===== src/rtl/pic_pkg.sv =====
`timescale 1ns / 1ps
// shared widths, types and register codes of the clamped pi controller
package pic_pkg;

   localparam int Q_WIDTH       = 24;
   localparam int GAIN_WIDTH    = 16;
   localparam int FRAC_SHIFT    = 12;
   localparam int ERR_WIDTH     = Q_WIDTH + 1;
   localparam int PROD_WIDTH    = GAIN_WIDTH + 1 + ERR_WIDTH;
   localparam int TERM_WIDTH    = PROD_WIDTH - 1 - FRAC_SHIFT;
   localparam int INT_SUM_WIDTH = TERM_WIDTH + 1;
   localparam int DRV_SUM_WIDTH = TERM_WIDTH + 2;
   localparam int CSR_IDX_WIDTH = 3;

   // register indexes
   localparam logic [CSR_IDX_WIDTH-1:0] REG_TARGET = 3'd0;
   localparam logic [CSR_IDX_WIDTH-1:0] REG_KP     = 3'd1;
   localparam logic [CSR_IDX_WIDTH-1:0] REG_KI     = 3'd2;
   localparam logic [CSR_IDX_WIDTH-1:0] REG_LIM_A  = 3'd3;
   localparam logic [CSR_IDX_WIDTH-1:0] REG_LIM_B  = 3'd4;
   localparam logic [CSR_IDX_WIDTH-1:0] REG_BIAS   = 3'd5;

   // register reset values
   localparam logic signed [Q_WIDTH-1:0]  RST_TARGET = 24'sd30720;
   localparam logic [GAIN_WIDTH-1:0]      RST_KP     = 16'd369;
   localparam logic [GAIN_WIDTH-1:0]      RST_KI     = 16'd123;
   localparam logic signed [Q_WIDTH-1:0]  RST_LIM_A  = 24'sd0;
   localparam logic signed [Q_WIDTH-1:0]  RST_LIM_B  = 24'sd46080;
   localparam logic signed [Q_WIDTH-1:0]  RST_BIAS   = 24'sd23040;

   typedef logic signed [Q_WIDTH-1:0]       q_type;
   typedef logic signed [ERR_WIDTH-1:0]     err_type;
   typedef logic signed [PROD_WIDTH-1:0]    prod_type;
   typedef logic signed [TERM_WIDTH-1:0]    term_q_type;
   typedef logic signed [INT_SUM_WIDTH-1:0] isum_type;
   typedef logic signed [DRV_SUM_WIDTH-1:0] dsum_type;

   // gain products of one sample, already truncated to q.8
   typedef struct packed {
      logic signed [TERM_WIDTH-1:0] kp_term;
      logic signed [TERM_WIDTH-1:0] ki_term;
   } term_type;

   // limit and offset settings seen by the integrator stage
   typedef struct packed {
      logic signed [Q_WIDTH-1:0] limit_first;
      logic signed [Q_WIDTH-1:0] limit_second;
      logic signed [Q_WIDTH-1:0] output_bias;
   } lim_type;

endpackage


===== src/rtl/pic_gain_mult.sv =====
`timescale 1ns / 1ps
// error forming and the two gain multiplications
module pic_gain_mult (
   input  logic signed [pic_pkg::Q_WIDTH-1:0] target_position,
   input  logic signed [pic_pkg::Q_WIDTH-1:0] measurement,
   input  logic [pic_pkg::GAIN_WIDTH-1:0]     proportional_gain,
   input  logic [pic_pkg::GAIN_WIDTH-1:0]     integral_gain,
   output pic_pkg::term_type                  terms
);

   pic_pkg::err_type                 err;
   logic signed [pic_pkg::GAIN_WIDTH:0] kp_s;
   logic signed [pic_pkg::GAIN_WIDTH:0] ki_s;
   pic_pkg::prod_type                kp_prod;
   pic_pkg::prod_type                ki_prod;

   // exact error, one bit wider than a position
   assign err = pic_pkg::err_type'(target_position) - pic_pkg::err_type'(measurement);

   // unsigned gains as non-negative signed operands
   assign kp_s = {1'b0, proportional_gain};
   assign ki_s = {1'b0, integral_gain};

   assign kp_prod = pic_pkg::prod_type'(kp_s) * pic_pkg::prod_type'(err);
   assign ki_prod = pic_pkg::prod_type'(ki_s) * pic_pkg::prod_type'(err);

   // drop the low fraction bits: floor toward minus infinity
   assign terms.kp_term = kp_prod[pic_pkg::FRAC_SHIFT +: pic_pkg::TERM_WIDTH];
   assign terms.ki_term = ki_prod[pic_pkg::FRAC_SHIFT +: pic_pkg::TERM_WIDTH];

endmodule


===== src/rtl/pic_integ.sv =====
`timescale 1ns / 1ps
// integrator register with clamp, and the clamped output sum
module pic_integ (
   input  logic                               clock,
   input  logic                               reset,
   input  logic                               update,
   input  pic_pkg::term_type                  terms,
   input  pic_pkg::lim_type                   lims,
   output logic signed [pic_pkg::Q_WIDTH-1:0] drive
);

   pic_pkg::q_type    integ_ff;
   pic_pkg::q_type    integ_in;
   pic_pkg::q_type    lim_a;
   pic_pkg::q_type    lim_b;
   pic_pkg::q_type    lim_lo;
   pic_pkg::q_type    lim_hi;
   pic_pkg::isum_type int_sum;
   pic_pkg::isum_type int_lo;
   pic_pkg::isum_type int_hi;
   pic_pkg::isum_type int_clamped;
   pic_pkg::dsum_type drv_sum;
   pic_pkg::dsum_type drv_lo;
   pic_pkg::dsum_type drv_hi;
   pic_pkg::dsum_type drv_clamped;

   // order the two limits
   assign lim_a  = lims.limit_first;
   assign lim_b  = lims.limit_second;
   assign lim_lo = (lim_a < lim_b) ? lim_a : lim_b;
   assign lim_hi = (lim_a < lim_b) ? lim_b : lim_a;

   // integrator update and clamp
   assign int_sum = pic_pkg::isum_type'(integ_ff) + pic_pkg::isum_type'(terms.ki_term);
   assign int_lo  = pic_pkg::isum_type'(lim_lo);
   assign int_hi  = pic_pkg::isum_type'(lim_hi);

   always_comb begin
      if (int_sum > int_hi) begin
         int_clamped = int_hi;
      end else if (int_sum < int_lo) begin
         int_clamped = int_lo;
      end else begin
         int_clamped = int_sum;
      end
   end

   assign integ_in = int_clamped[pic_pkg::Q_WIDTH-1:0];

   // output sum and clamp
   assign drv_sum = pic_pkg::dsum_type'(terms.kp_term) + pic_pkg::dsum_type'(integ_in)
                  + pic_pkg::dsum_type'(lims.output_bias);
   assign drv_lo  = pic_pkg::dsum_type'(lim_lo);
   assign drv_hi  = pic_pkg::dsum_type'(lim_hi);

   always_comb begin
      if (drv_sum > drv_hi) begin
         drv_clamped = drv_hi;
      end else if (drv_sum < drv_lo) begin
         drv_clamped = drv_lo;
      end else begin
         drv_clamped = drv_sum;
      end
   end

   assign drive = drv_clamped[pic_pkg::Q_WIDTH-1:0];

   // integrator state
   always_ff @(posedge clock) begin
      if (reset) begin
         integ_ff <= '0;
      end else if (update) begin
         integ_ff <= integ_in;
      end
   end

endmodule


===== src/rtl/pi_controller_clamped.sv =====
`timescale 1ns / 1ps
// top level of the clamped pi position controller
// The block takes one measured position per clock cycle while req_stall is low and
// returns one clamped drive value per transaction, in order, through the products and
// response registers. The gain products are formed as the request is captured; the
// integrator add-and-clamp runs between the captured products and the response
// register, so samples follow back to back and the block sustains one transaction per
// cycle while the response side takes them. Settings must be written through the csr
// port only while no transaction is in flight; the block does not enforce it. Indexes
// six and seven are ignored. The integrator clears to zero on reset.
module pi_controller_clamped (
   input  logic                                     clock,
   input  logic                                     reset,
   input  logic                                     req_valid,
   output logic                                     req_stall,
   input  logic signed [pic_pkg::Q_WIDTH-1:0]       req_measurement,
   output logic                                     rsp_valid,
   input  logic                                     rsp_stall,
   output logic signed [pic_pkg::Q_WIDTH-1:0]       rsp_drive,
   input  logic                                     csr_valid,
   output logic                                     csr_ready,
   input  logic [pic_pkg::CSR_IDX_WIDTH-1:0]        csr_index,
   input  logic [pic_pkg::Q_WIDTH-1:0]              csr_data
);

   pic_pkg::q_type                  target_ff;
   logic [pic_pkg::GAIN_WIDTH-1:0]  kp_ff;
   logic [pic_pkg::GAIN_WIDTH-1:0]  ki_ff;
   pic_pkg::q_type                  lim_a_ff;
   pic_pkg::q_type                  lim_b_ff;
   pic_pkg::q_type                  bias_ff;

   pic_pkg::term_type               terms_in;
   pic_pkg::term_type               terms_ff;
   logic                            s1_valid_ff;
   logic                            s1_valid_in;
   logic                            rsp_valid_ff;
   logic                            rsp_valid_in;
   pic_pkg::q_type                  rsp_drive_ff;
   pic_pkg::q_type                  drive_next;
   pic_pkg::lim_type                lims;
   logic                            out_free;
   logic                            advance;
   logic                            req_take;
   logic                            csr_take;

   // settings registers
   assign csr_ready = 1'b1;
   assign csr_take  = csr_valid && csr_ready;

   always_ff @(posedge clock) begin
      if (reset) begin
         target_ff <= pic_pkg::RST_TARGET;
         kp_ff     <= pic_pkg::RST_KP;
         ki_ff     <= pic_pkg::RST_KI;
         lim_a_ff  <= pic_pkg::RST_LIM_A;
         lim_b_ff  <= pic_pkg::RST_LIM_B;
         bias_ff   <= pic_pkg::RST_BIAS;
      end else if (csr_take) begin
         case (csr_index)
            pic_pkg::REG_TARGET: target_ff <= csr_data;
            pic_pkg::REG_KP:     kp_ff     <= csr_data[pic_pkg::GAIN_WIDTH-1:0];
            pic_pkg::REG_KI:     ki_ff     <= csr_data[pic_pkg::GAIN_WIDTH-1:0];
            pic_pkg::REG_LIM_A:  lim_a_ff  <= csr_data;
            pic_pkg::REG_LIM_B:  lim_b_ff  <= csr_data;
            pic_pkg::REG_BIAS:   bias_ff   <= csr_data;
            default: begin
            end
         endcase
      end
   end

   // pipeline flow control
   assign out_free  = !rsp_valid_ff || !rsp_stall;
   assign advance   = s1_valid_ff && out_free;
   assign req_stall = s1_valid_ff && !out_free;
   assign req_take  = req_valid && !req_stall;

   assign s1_valid_in  = req_take ? 1'b1 : (advance ? 1'b0 : s1_valid_ff);
   assign rsp_valid_in = out_free ? s1_valid_ff : 1'b1;

   // gain products of the incoming sample
   pic_gain_mult u_mult (
      .target_position   (target_ff),
      .measurement       (req_measurement),
      .proportional_gain (kp_ff),
      .integral_gain     (ki_ff),
      .terms             (terms_in)
   );

   // integrator and output clamp
   assign lims.limit_first  = lim_a_ff;
   assign lims.limit_second = lim_b_ff;
   assign lims.output_bias  = bias_ff;

   pic_integ u_integ (
      .clock  (clock),
      .reset  (reset),
      .update (advance),
      .terms  (terms_ff),
      .lims   (lims),
      .drive  (drive_next)
   );

   // valid bits
   always_ff @(posedge clock) begin
      if (reset) begin
         s1_valid_ff  <= 1'b0;
         rsp_valid_ff <= 1'b0;
      end else begin
         s1_valid_ff  <= s1_valid_in;
         rsp_valid_ff <= rsp_valid_in;
      end
   end

   // payload registers
   always_ff @(posedge clock) begin
      if (req_take) begin
         terms_ff <= terms_in;
      end
      if (advance) begin
         rsp_drive_ff <= drive_next;
      end
   end

   assign rsp_valid = rsp_valid_ff;
   assign rsp_drive = rsp_drive_ff;

endmodule


===== config.mk =====
export PLATFORM = sky130hd
export DESIGN_NAME = pi_controller_clamped
export DESIGN_NICKNAME = d
export VERILOG_FILES = /design/src/rtl/pic_pkg.sv /design/src/rtl/pic_gain_mult.sv /design/src/rtl/pic_integ.sv /design/src/rtl/pi_controller_clamped.sv
export SDC_FILE = /design/constraint.sdc
export NUM_CORES = 2
export LEC_CHECK = 0
export ABC_AREA = 0
export BUFFER_PORTS_ARGS = -buffer_cell sky130_fd_sc_hd__buf_4
export CORE_MARGIN = 2
export CORE_UTILIZATION = 54
export DETAILED_ROUTE_END_ITERATION = 6
export GPL_ROUTABILITY_DRIVEN = 0
export GPL_TIMING_DRIVEN = 0
export PLACE_DENSITY = 0.67
export REMOVE_ABC_BUFFERS = 1
export SLEW_MARGIN = 10
export SYNTH_ARGS = -nofsm -noshare
export SYNTH_HDL_FRONTEND = slang
export SYNTH_SLANG_ARGS = --single-unit

===== constraint.sdc =====
create_clock -name clock -period 13 [get_ports clock]
set_input_delay 2.6 -clock clock [delete_from_list [all_inputs] [get_ports clock]]
set_output_delay 2.6 -clock clock [all_outputs]
set_load 0.03 [all_outputs]

# Yosys cells after proc, flatten, opt, wreduce, memory -nomap -nowiden
# Cells that the tools add are included.
# W data, S select, Z words.
# classes
n_reduce_logical,16
n_addsub,4
multipliers,2
mux,9
n_eq_ne,5
magnitude_cmp,5
# ops
cell,n
$mux W24,6
$mul A17 B25 Y41,2
$add A30 B24 Y31,1
$gt A31 B24 Y1,1
$lt A31 B24 Y1,1
$add A24 B29 Y30,1
$add A29 B24 Y30,1
$gt A30 B24 Y1,1
$lt A30 B24 Y1,1
$sub A24 B24 Y25,1
$lt A24 B24 Y1,1
$reduce_and A2 Y1,6
$eq A3 B2 Y1 const B,2
$eq A3 B3 Y1 const B,2
$logic_not A1 Y1,4
$eq A3 B1 Y1 const B,1
$logic_and A1 B1 Y1,3
$logic_not A3 Y1,1
$mux W1,3
$reduce_bool A2 Y1,1
$logic_or A1 B1 Y1,1
# word_totals
inputBits,56
reg_bits,236

# Logic depth before layout (Yosys ltp)
# depth
depth_word,10
ltp_mapped,59
ltp_nobuf,57

# Cells and area by module
# From an unflattened synthesis, not the netlist that was laid out.
# hier_totals
cells_unflattened,5133
hier_area_um2,46542.1
# by_module_without_submodules
mod,instances,cells_per_inst,seq_area_each_um2,area_per_inst_um2
pic_gain_mult,1,3424,0.0,29831.1
pic_integ,1,1146,480.5,9059.9
pi_controller_clamped,1,563,5064.9,7651.1

# Worst setup path after synthesis
# No wires, ideal clock.
# synth_timing
path_kind,input to register
start,input req_measurement[0] (netlist name)
end,register terms_ff[57] (netlist name) (data pin)
slack_ns,1.326
required_time_ns,12.740
t_arrival_ns,11.414
path_buffers,1
cell_stages,41
cell_sequence,ha_1 inv_1 fa_1 a21o_1 a21oi_1 o21ai_0 a21oi_1 o21ai_0 a21oi_1 nor2b_1 o21ai_0 a211o_1 nand3b_1 a21oi_1 o21ai_0 xor2_1 clkbuf_1 nand2_1 (+5 left out) fa_1 fa_1 inv_1 fa_1 ha_1 a21o_1 a21o_1 a21o_1 nor2_1 o21ai_0 and2_1 or4_1 o21ai_0 a21oi_1 or4_1 a31o_2 a21oi_1 xnor2_1
# synth_rtl
element,line,source
"start, declared",pi_controller_clamped.sv:16,"input logic signed [pic_pkg::Q_WIDTH-1:0] req_measurement,"
"end signal, assigned",pi_controller_clamped.sv:119,terms_ff <= terms_in;
"end, declared",pi_controller_clamped.sv:34,pic_pkg::term_type terms_ff;

# Worst setup path in the final report
# layout_timing
start,register lim_b_ff[23]
end,register rsp_drive_ff[6] (netlist: rsp_drive[6]) (data pin)
# layout_between
elab_chain_len,10
elab_cells_between_ends,13
cone_classes,add/sub: 2; order compare: 5; mux: 6
# layout_lines
element,line,source
"start, declared",pi_controller_clamped.sv:30,pic_pkg::q_type lim_b_ff;
"start signal, assigned",pi_controller_clamped.sv:57,lim_b_ff <= pic_pkg::RST_LIM_B;
"start signal, assigned",pi_controller_clamped.sv:65,pic_pkg::REG_LIM_B: lim_b_ff <= csr_data;
$lt A24 B24 Y1,"pic_integ.sv:30, pic_integ.sv:31",
$mux W24,pic_integ.sv:30,assign lim_lo = (lim_a < lim_b) ? lim_a : lim_b;
$lt A30 B24 Y1,pic_integ.sv:41,end else if (int_sum < int_lo) begin
$mux W24,pic_integ.sv:41,
$mux W24 (*),pic_integ.sv:39,if (int_sum > int_hi) begin
net u_integ.int_clamped[2],pic_integ.sv:21,pic_pkg::isum_type int_clamped;
$add A29 B24 Y30 (*),pic_integ.sv:51,assign drv_sum = pic_pkg::dsum_type'(terms.kp_term) + pic_pkg::dsum_type'(integ_in)
$add A30 B24 Y31 (*),pic_integ.sv:52,+ pic_pkg::dsum_type'(lims.output_bias);
$lt A31 B24 Y1,pic_integ.sv:59,end else if (drv_sum < drv_lo) begin
$mux W24,pic_integ.sv:59,
$mux W24 (*),pic_integ.sv:57,if (drv_sum > drv_hi) begin
net drive_next[6],pi_controller_clamped.sv:40,pic_pkg::q_type drive_next;
"end signal, assigned",pi_controller_clamped.sv:122,rsp_drive_ff <= drive_next;
"end, declared",pi_controller_clamped.sv:39,pic_pkg::q_type rsp_drive_ff;
# The timed path passes the listed nets; every way through them passes the cells marked *.
# A chain may end at the register's enable or synchronous reset.

==> impl_metrics.yaml <==
cells_and_area:
  diodes: 0
  area_delta_synth_final_pct: 8.48
  finish.utilization_pct: 59.2
  layout-drive-gt1-share_pct: 6.91
  final_common_cell: "inv_1"
  layout_common_cells: "928 x inv_1, 911 x nand2_1, 797 x fa_1, 391 x ha_1, 321 x and2_1"
  nets: 6339
  final_area_um2: 48600
clock_network:
  clkSlewWorstSetupHoldPaths_ns: 0.06
  clkSinkCount: 236
  root_buffer: "clkbuf_16"
  cts_hold_buf: 0
  cts_tree: "done"
  clk_latency_ns: 0.60
  cts_buffers: 28
  clock_path_buffers: 3
  htreeDepth: 1
critical_path:
  cpMostUsedCell: "a21oi_1"
  r2r-end: "rsp_drive[6]"
  worstPathRequired_ns: 13.32
  arrival_ns: 13.02
  path_delay_family: "compound AO/OA/AOI/OAI gates"
  r2r_slack_ns: 0.31
  max_stage_delay_ns: 0.54
  r2r_start: "lim_b_ff[23]"
  crit_start: "lim_b_ff[23]"
  crit_slowest_cell: "nor4_2"
  worstRegToRegCells: 55
  end_kind: "flip-flop"
  critPathKind: "flip-flop to flip-flop"
  path_buf_inv: 6
  crit_cells: 55
  critical_path_peak_fanout: 37
  cp-endpoint: "rsp_drive[6]"
  start_kind: "flip-flop"
yosys:
  synth_area_leaders: "fa_1 36%, ha_1 11%, inv_1 7.8%, nand2_1 7.6%, dfxtp_1 6.9%"
  ys_seq_area_share_pct: 12.4
  synth-edff-count: 82
  yosysWarningCount: 0
  ys_types: 100
  netlist_area_um2: 44800
  yosysTopAreaCellShare_pct: 35.7
  yosys.area.top_type: "fa_1"
  ys_ff_latch: 236
  avgSynthCellArea_um2: 8.73
  async_flop_share_pct: 0
  synth_ff_type: "dfxtp_1"
  syn-instance-count: 5131
detailed_routing:
  wirelength_um: 125000
  vias: 34800
  drt-wirelength-per-cell_um: 20.2
  drcViolationCount: 0
  dr.pass1.iters: 6
  drt_iter0_markers: 2349
  vias_per_cell: 5.63
  ant_nets: 0
timing:
  fin_skew_ns: 0.0286
  timing.fmax_ghz: 0.0788
  final_max_slew_viol_count: 0
  worst_slew_margin_rel_pct: 11.1
  hold_viol: 0
  post-route-period-util_pct: 97.6
  timing.hold.ws_ns: 0.459
  min_period_ns: 12.69
  tightest_slew_ns: 1.33
  setup_viol: 0
floorplan:
  core_region_area_um2: 82100
  start_util_pct: 54.6
  die_y_um: 292
  std_cell_rows: 105
  num_io_pins: 83
  dieArea_um2: 85300
  die_x_um: 292
global_routing:
  use_met1_pct: 39.5
  gr-usage-met2_pct: 49.6
  met3_usage_pct: 4.13
  antenna_found_initial: 6
  grtUsageTotal_pct: 29.8
  grt_pass1_vias: 36500
  grt-busiest-layer: "met2"
  grt_pass1_wl_um: 199000
  grt_max_degree: 89
  gr-total-overflow: 0
job:
  drv_cap: 0
status:
  status: "complete, no violations"
place:
  hpwl_um: 98000
  dpl_cell_area_um2: 46800
  io_buffer_count: 81
worst_hold_path:
  min_path_type: "flip-flop to flip-flop"
==> worst min-delay path, cell delays in order (launching register included) <==
cell and delay, ns:
dfxtp_1 0.31, nand2_1 0.05, a21oi_1 0.05
==> cells by family after synthesis <==
| family | count (synthesis) | share of synthesized area [%] |
|---|---|---|
| AOI/OAI and AO/OA | 627 | 8.98 |
| xor gates and xnor gates | 140 | 2.74 |
| adders and majority gates | 1202 | 46.9 |
| buffers and inverters | 1174 | 9.93 |
| DFF | 236 | 12.4 |
| muxes | 61 | 1.38 |
| other | 1 | 0.00837 |
| and+or+nand+nor | 1690 | 17.7 |
==> area by class of cell <==
type / count / area [um2]
multi-input cells: 3723 / 35600
well taps: 1070 / 1340
repair buffers: 166 / 1660
clock inverters: 19 / 220
flip-flops and latches: 236 / 5560
fillers: 7173 / 33500
clock buffers: 33 / 719
inverters: 931 / 3500
==> how the worst min path moves through the flow <==
stage	startpoint	to	slack (ns)	cells after the start
2_1_floorplan	bias_ff[21]	bias_ff[21]	0.43	2
3_3_place_gp	target_ff[0]	target_ff[0]	0.44	2
3_5_place_dp	target_ff[8]	target_ff[8]	0.45	2
4_1_cts	target_ff[9]	target_ff[9]	0.46	2
5_1_grt	target_ff[9]	target_ff[9]	0.48	2
6_report	target_ff[9]	target_ff[9]	0.46	2
==> through the flow <==
stage,setup TNS (ns),worst slack (ns),cells
finish,0,0.307,6178
global route,-0.0365,-0.0252,6178
CTS,-0.0225,-0.0225,6157
detailed placement,-106.44,-4.04,6085
global placement,-215.84,-6.39,6039
floorplan,-12.34,-0.557,4888
==> layer usage <==
| metal | share of wire [%] | vias to the layer above |
|---|---|---|
| met1 | 42 | 17400 |
| met5 | 0.010 | - |
| met3 | 7.6 | 290 |
| met4 | 4.7 | 2 |
| met2 | 46 | 1251 |
| li1 | - | 15900 |
==> timing repair <==
item | 4_1_cts | 5_1_grt
resized for setup | 53 | 56
setup endpoints to repair | 35 | 35
setup buffers | 18 | 21
gates cloned | 2 | 0
pin swaps | 16 | 16
==> state kept, by name, summed over array words and instances (netlist names), 24 cells and up <==
name and cells:
lim_b_ff 24, terms_ff 58, bias_ff 24, rsp_drive 24
u_integ.integ_ff 24, target_ff 24, lim_a_ff 24
==> synthesized netlist by cell type, drive strengths merged (5+ instances only) <==
cell	n
a211o	5
a211oi	26
a21boi	7
a21o	73
a21oi	274
a221oi	6
a22oi	6
a311oi	16
a31o	8
a31oi	7
and2	322
and3	20
and3b	5
and4	6
buf	27
clkbuf	216
dfxtp	154
edfxtp	82
fa	800
ha	397
inv	931
maj3	5
mux2	6
mux2i	55
nand2	913
nand2b	25
nand3	38
nand3b	30
nand4	32
nor2	176
nor2b	54
nor3	36
nor4	7
o2111ai	5
o211ai	7
o21a	28
o21ai	86
o21bai	9
o221ai	12
o22ai	6
or2	5
or3	11
xnor2	103
xor2	37
Power is not shown: default switching activity piles up to over one toggle a cycle in this logic, so the estimate is an artifact.
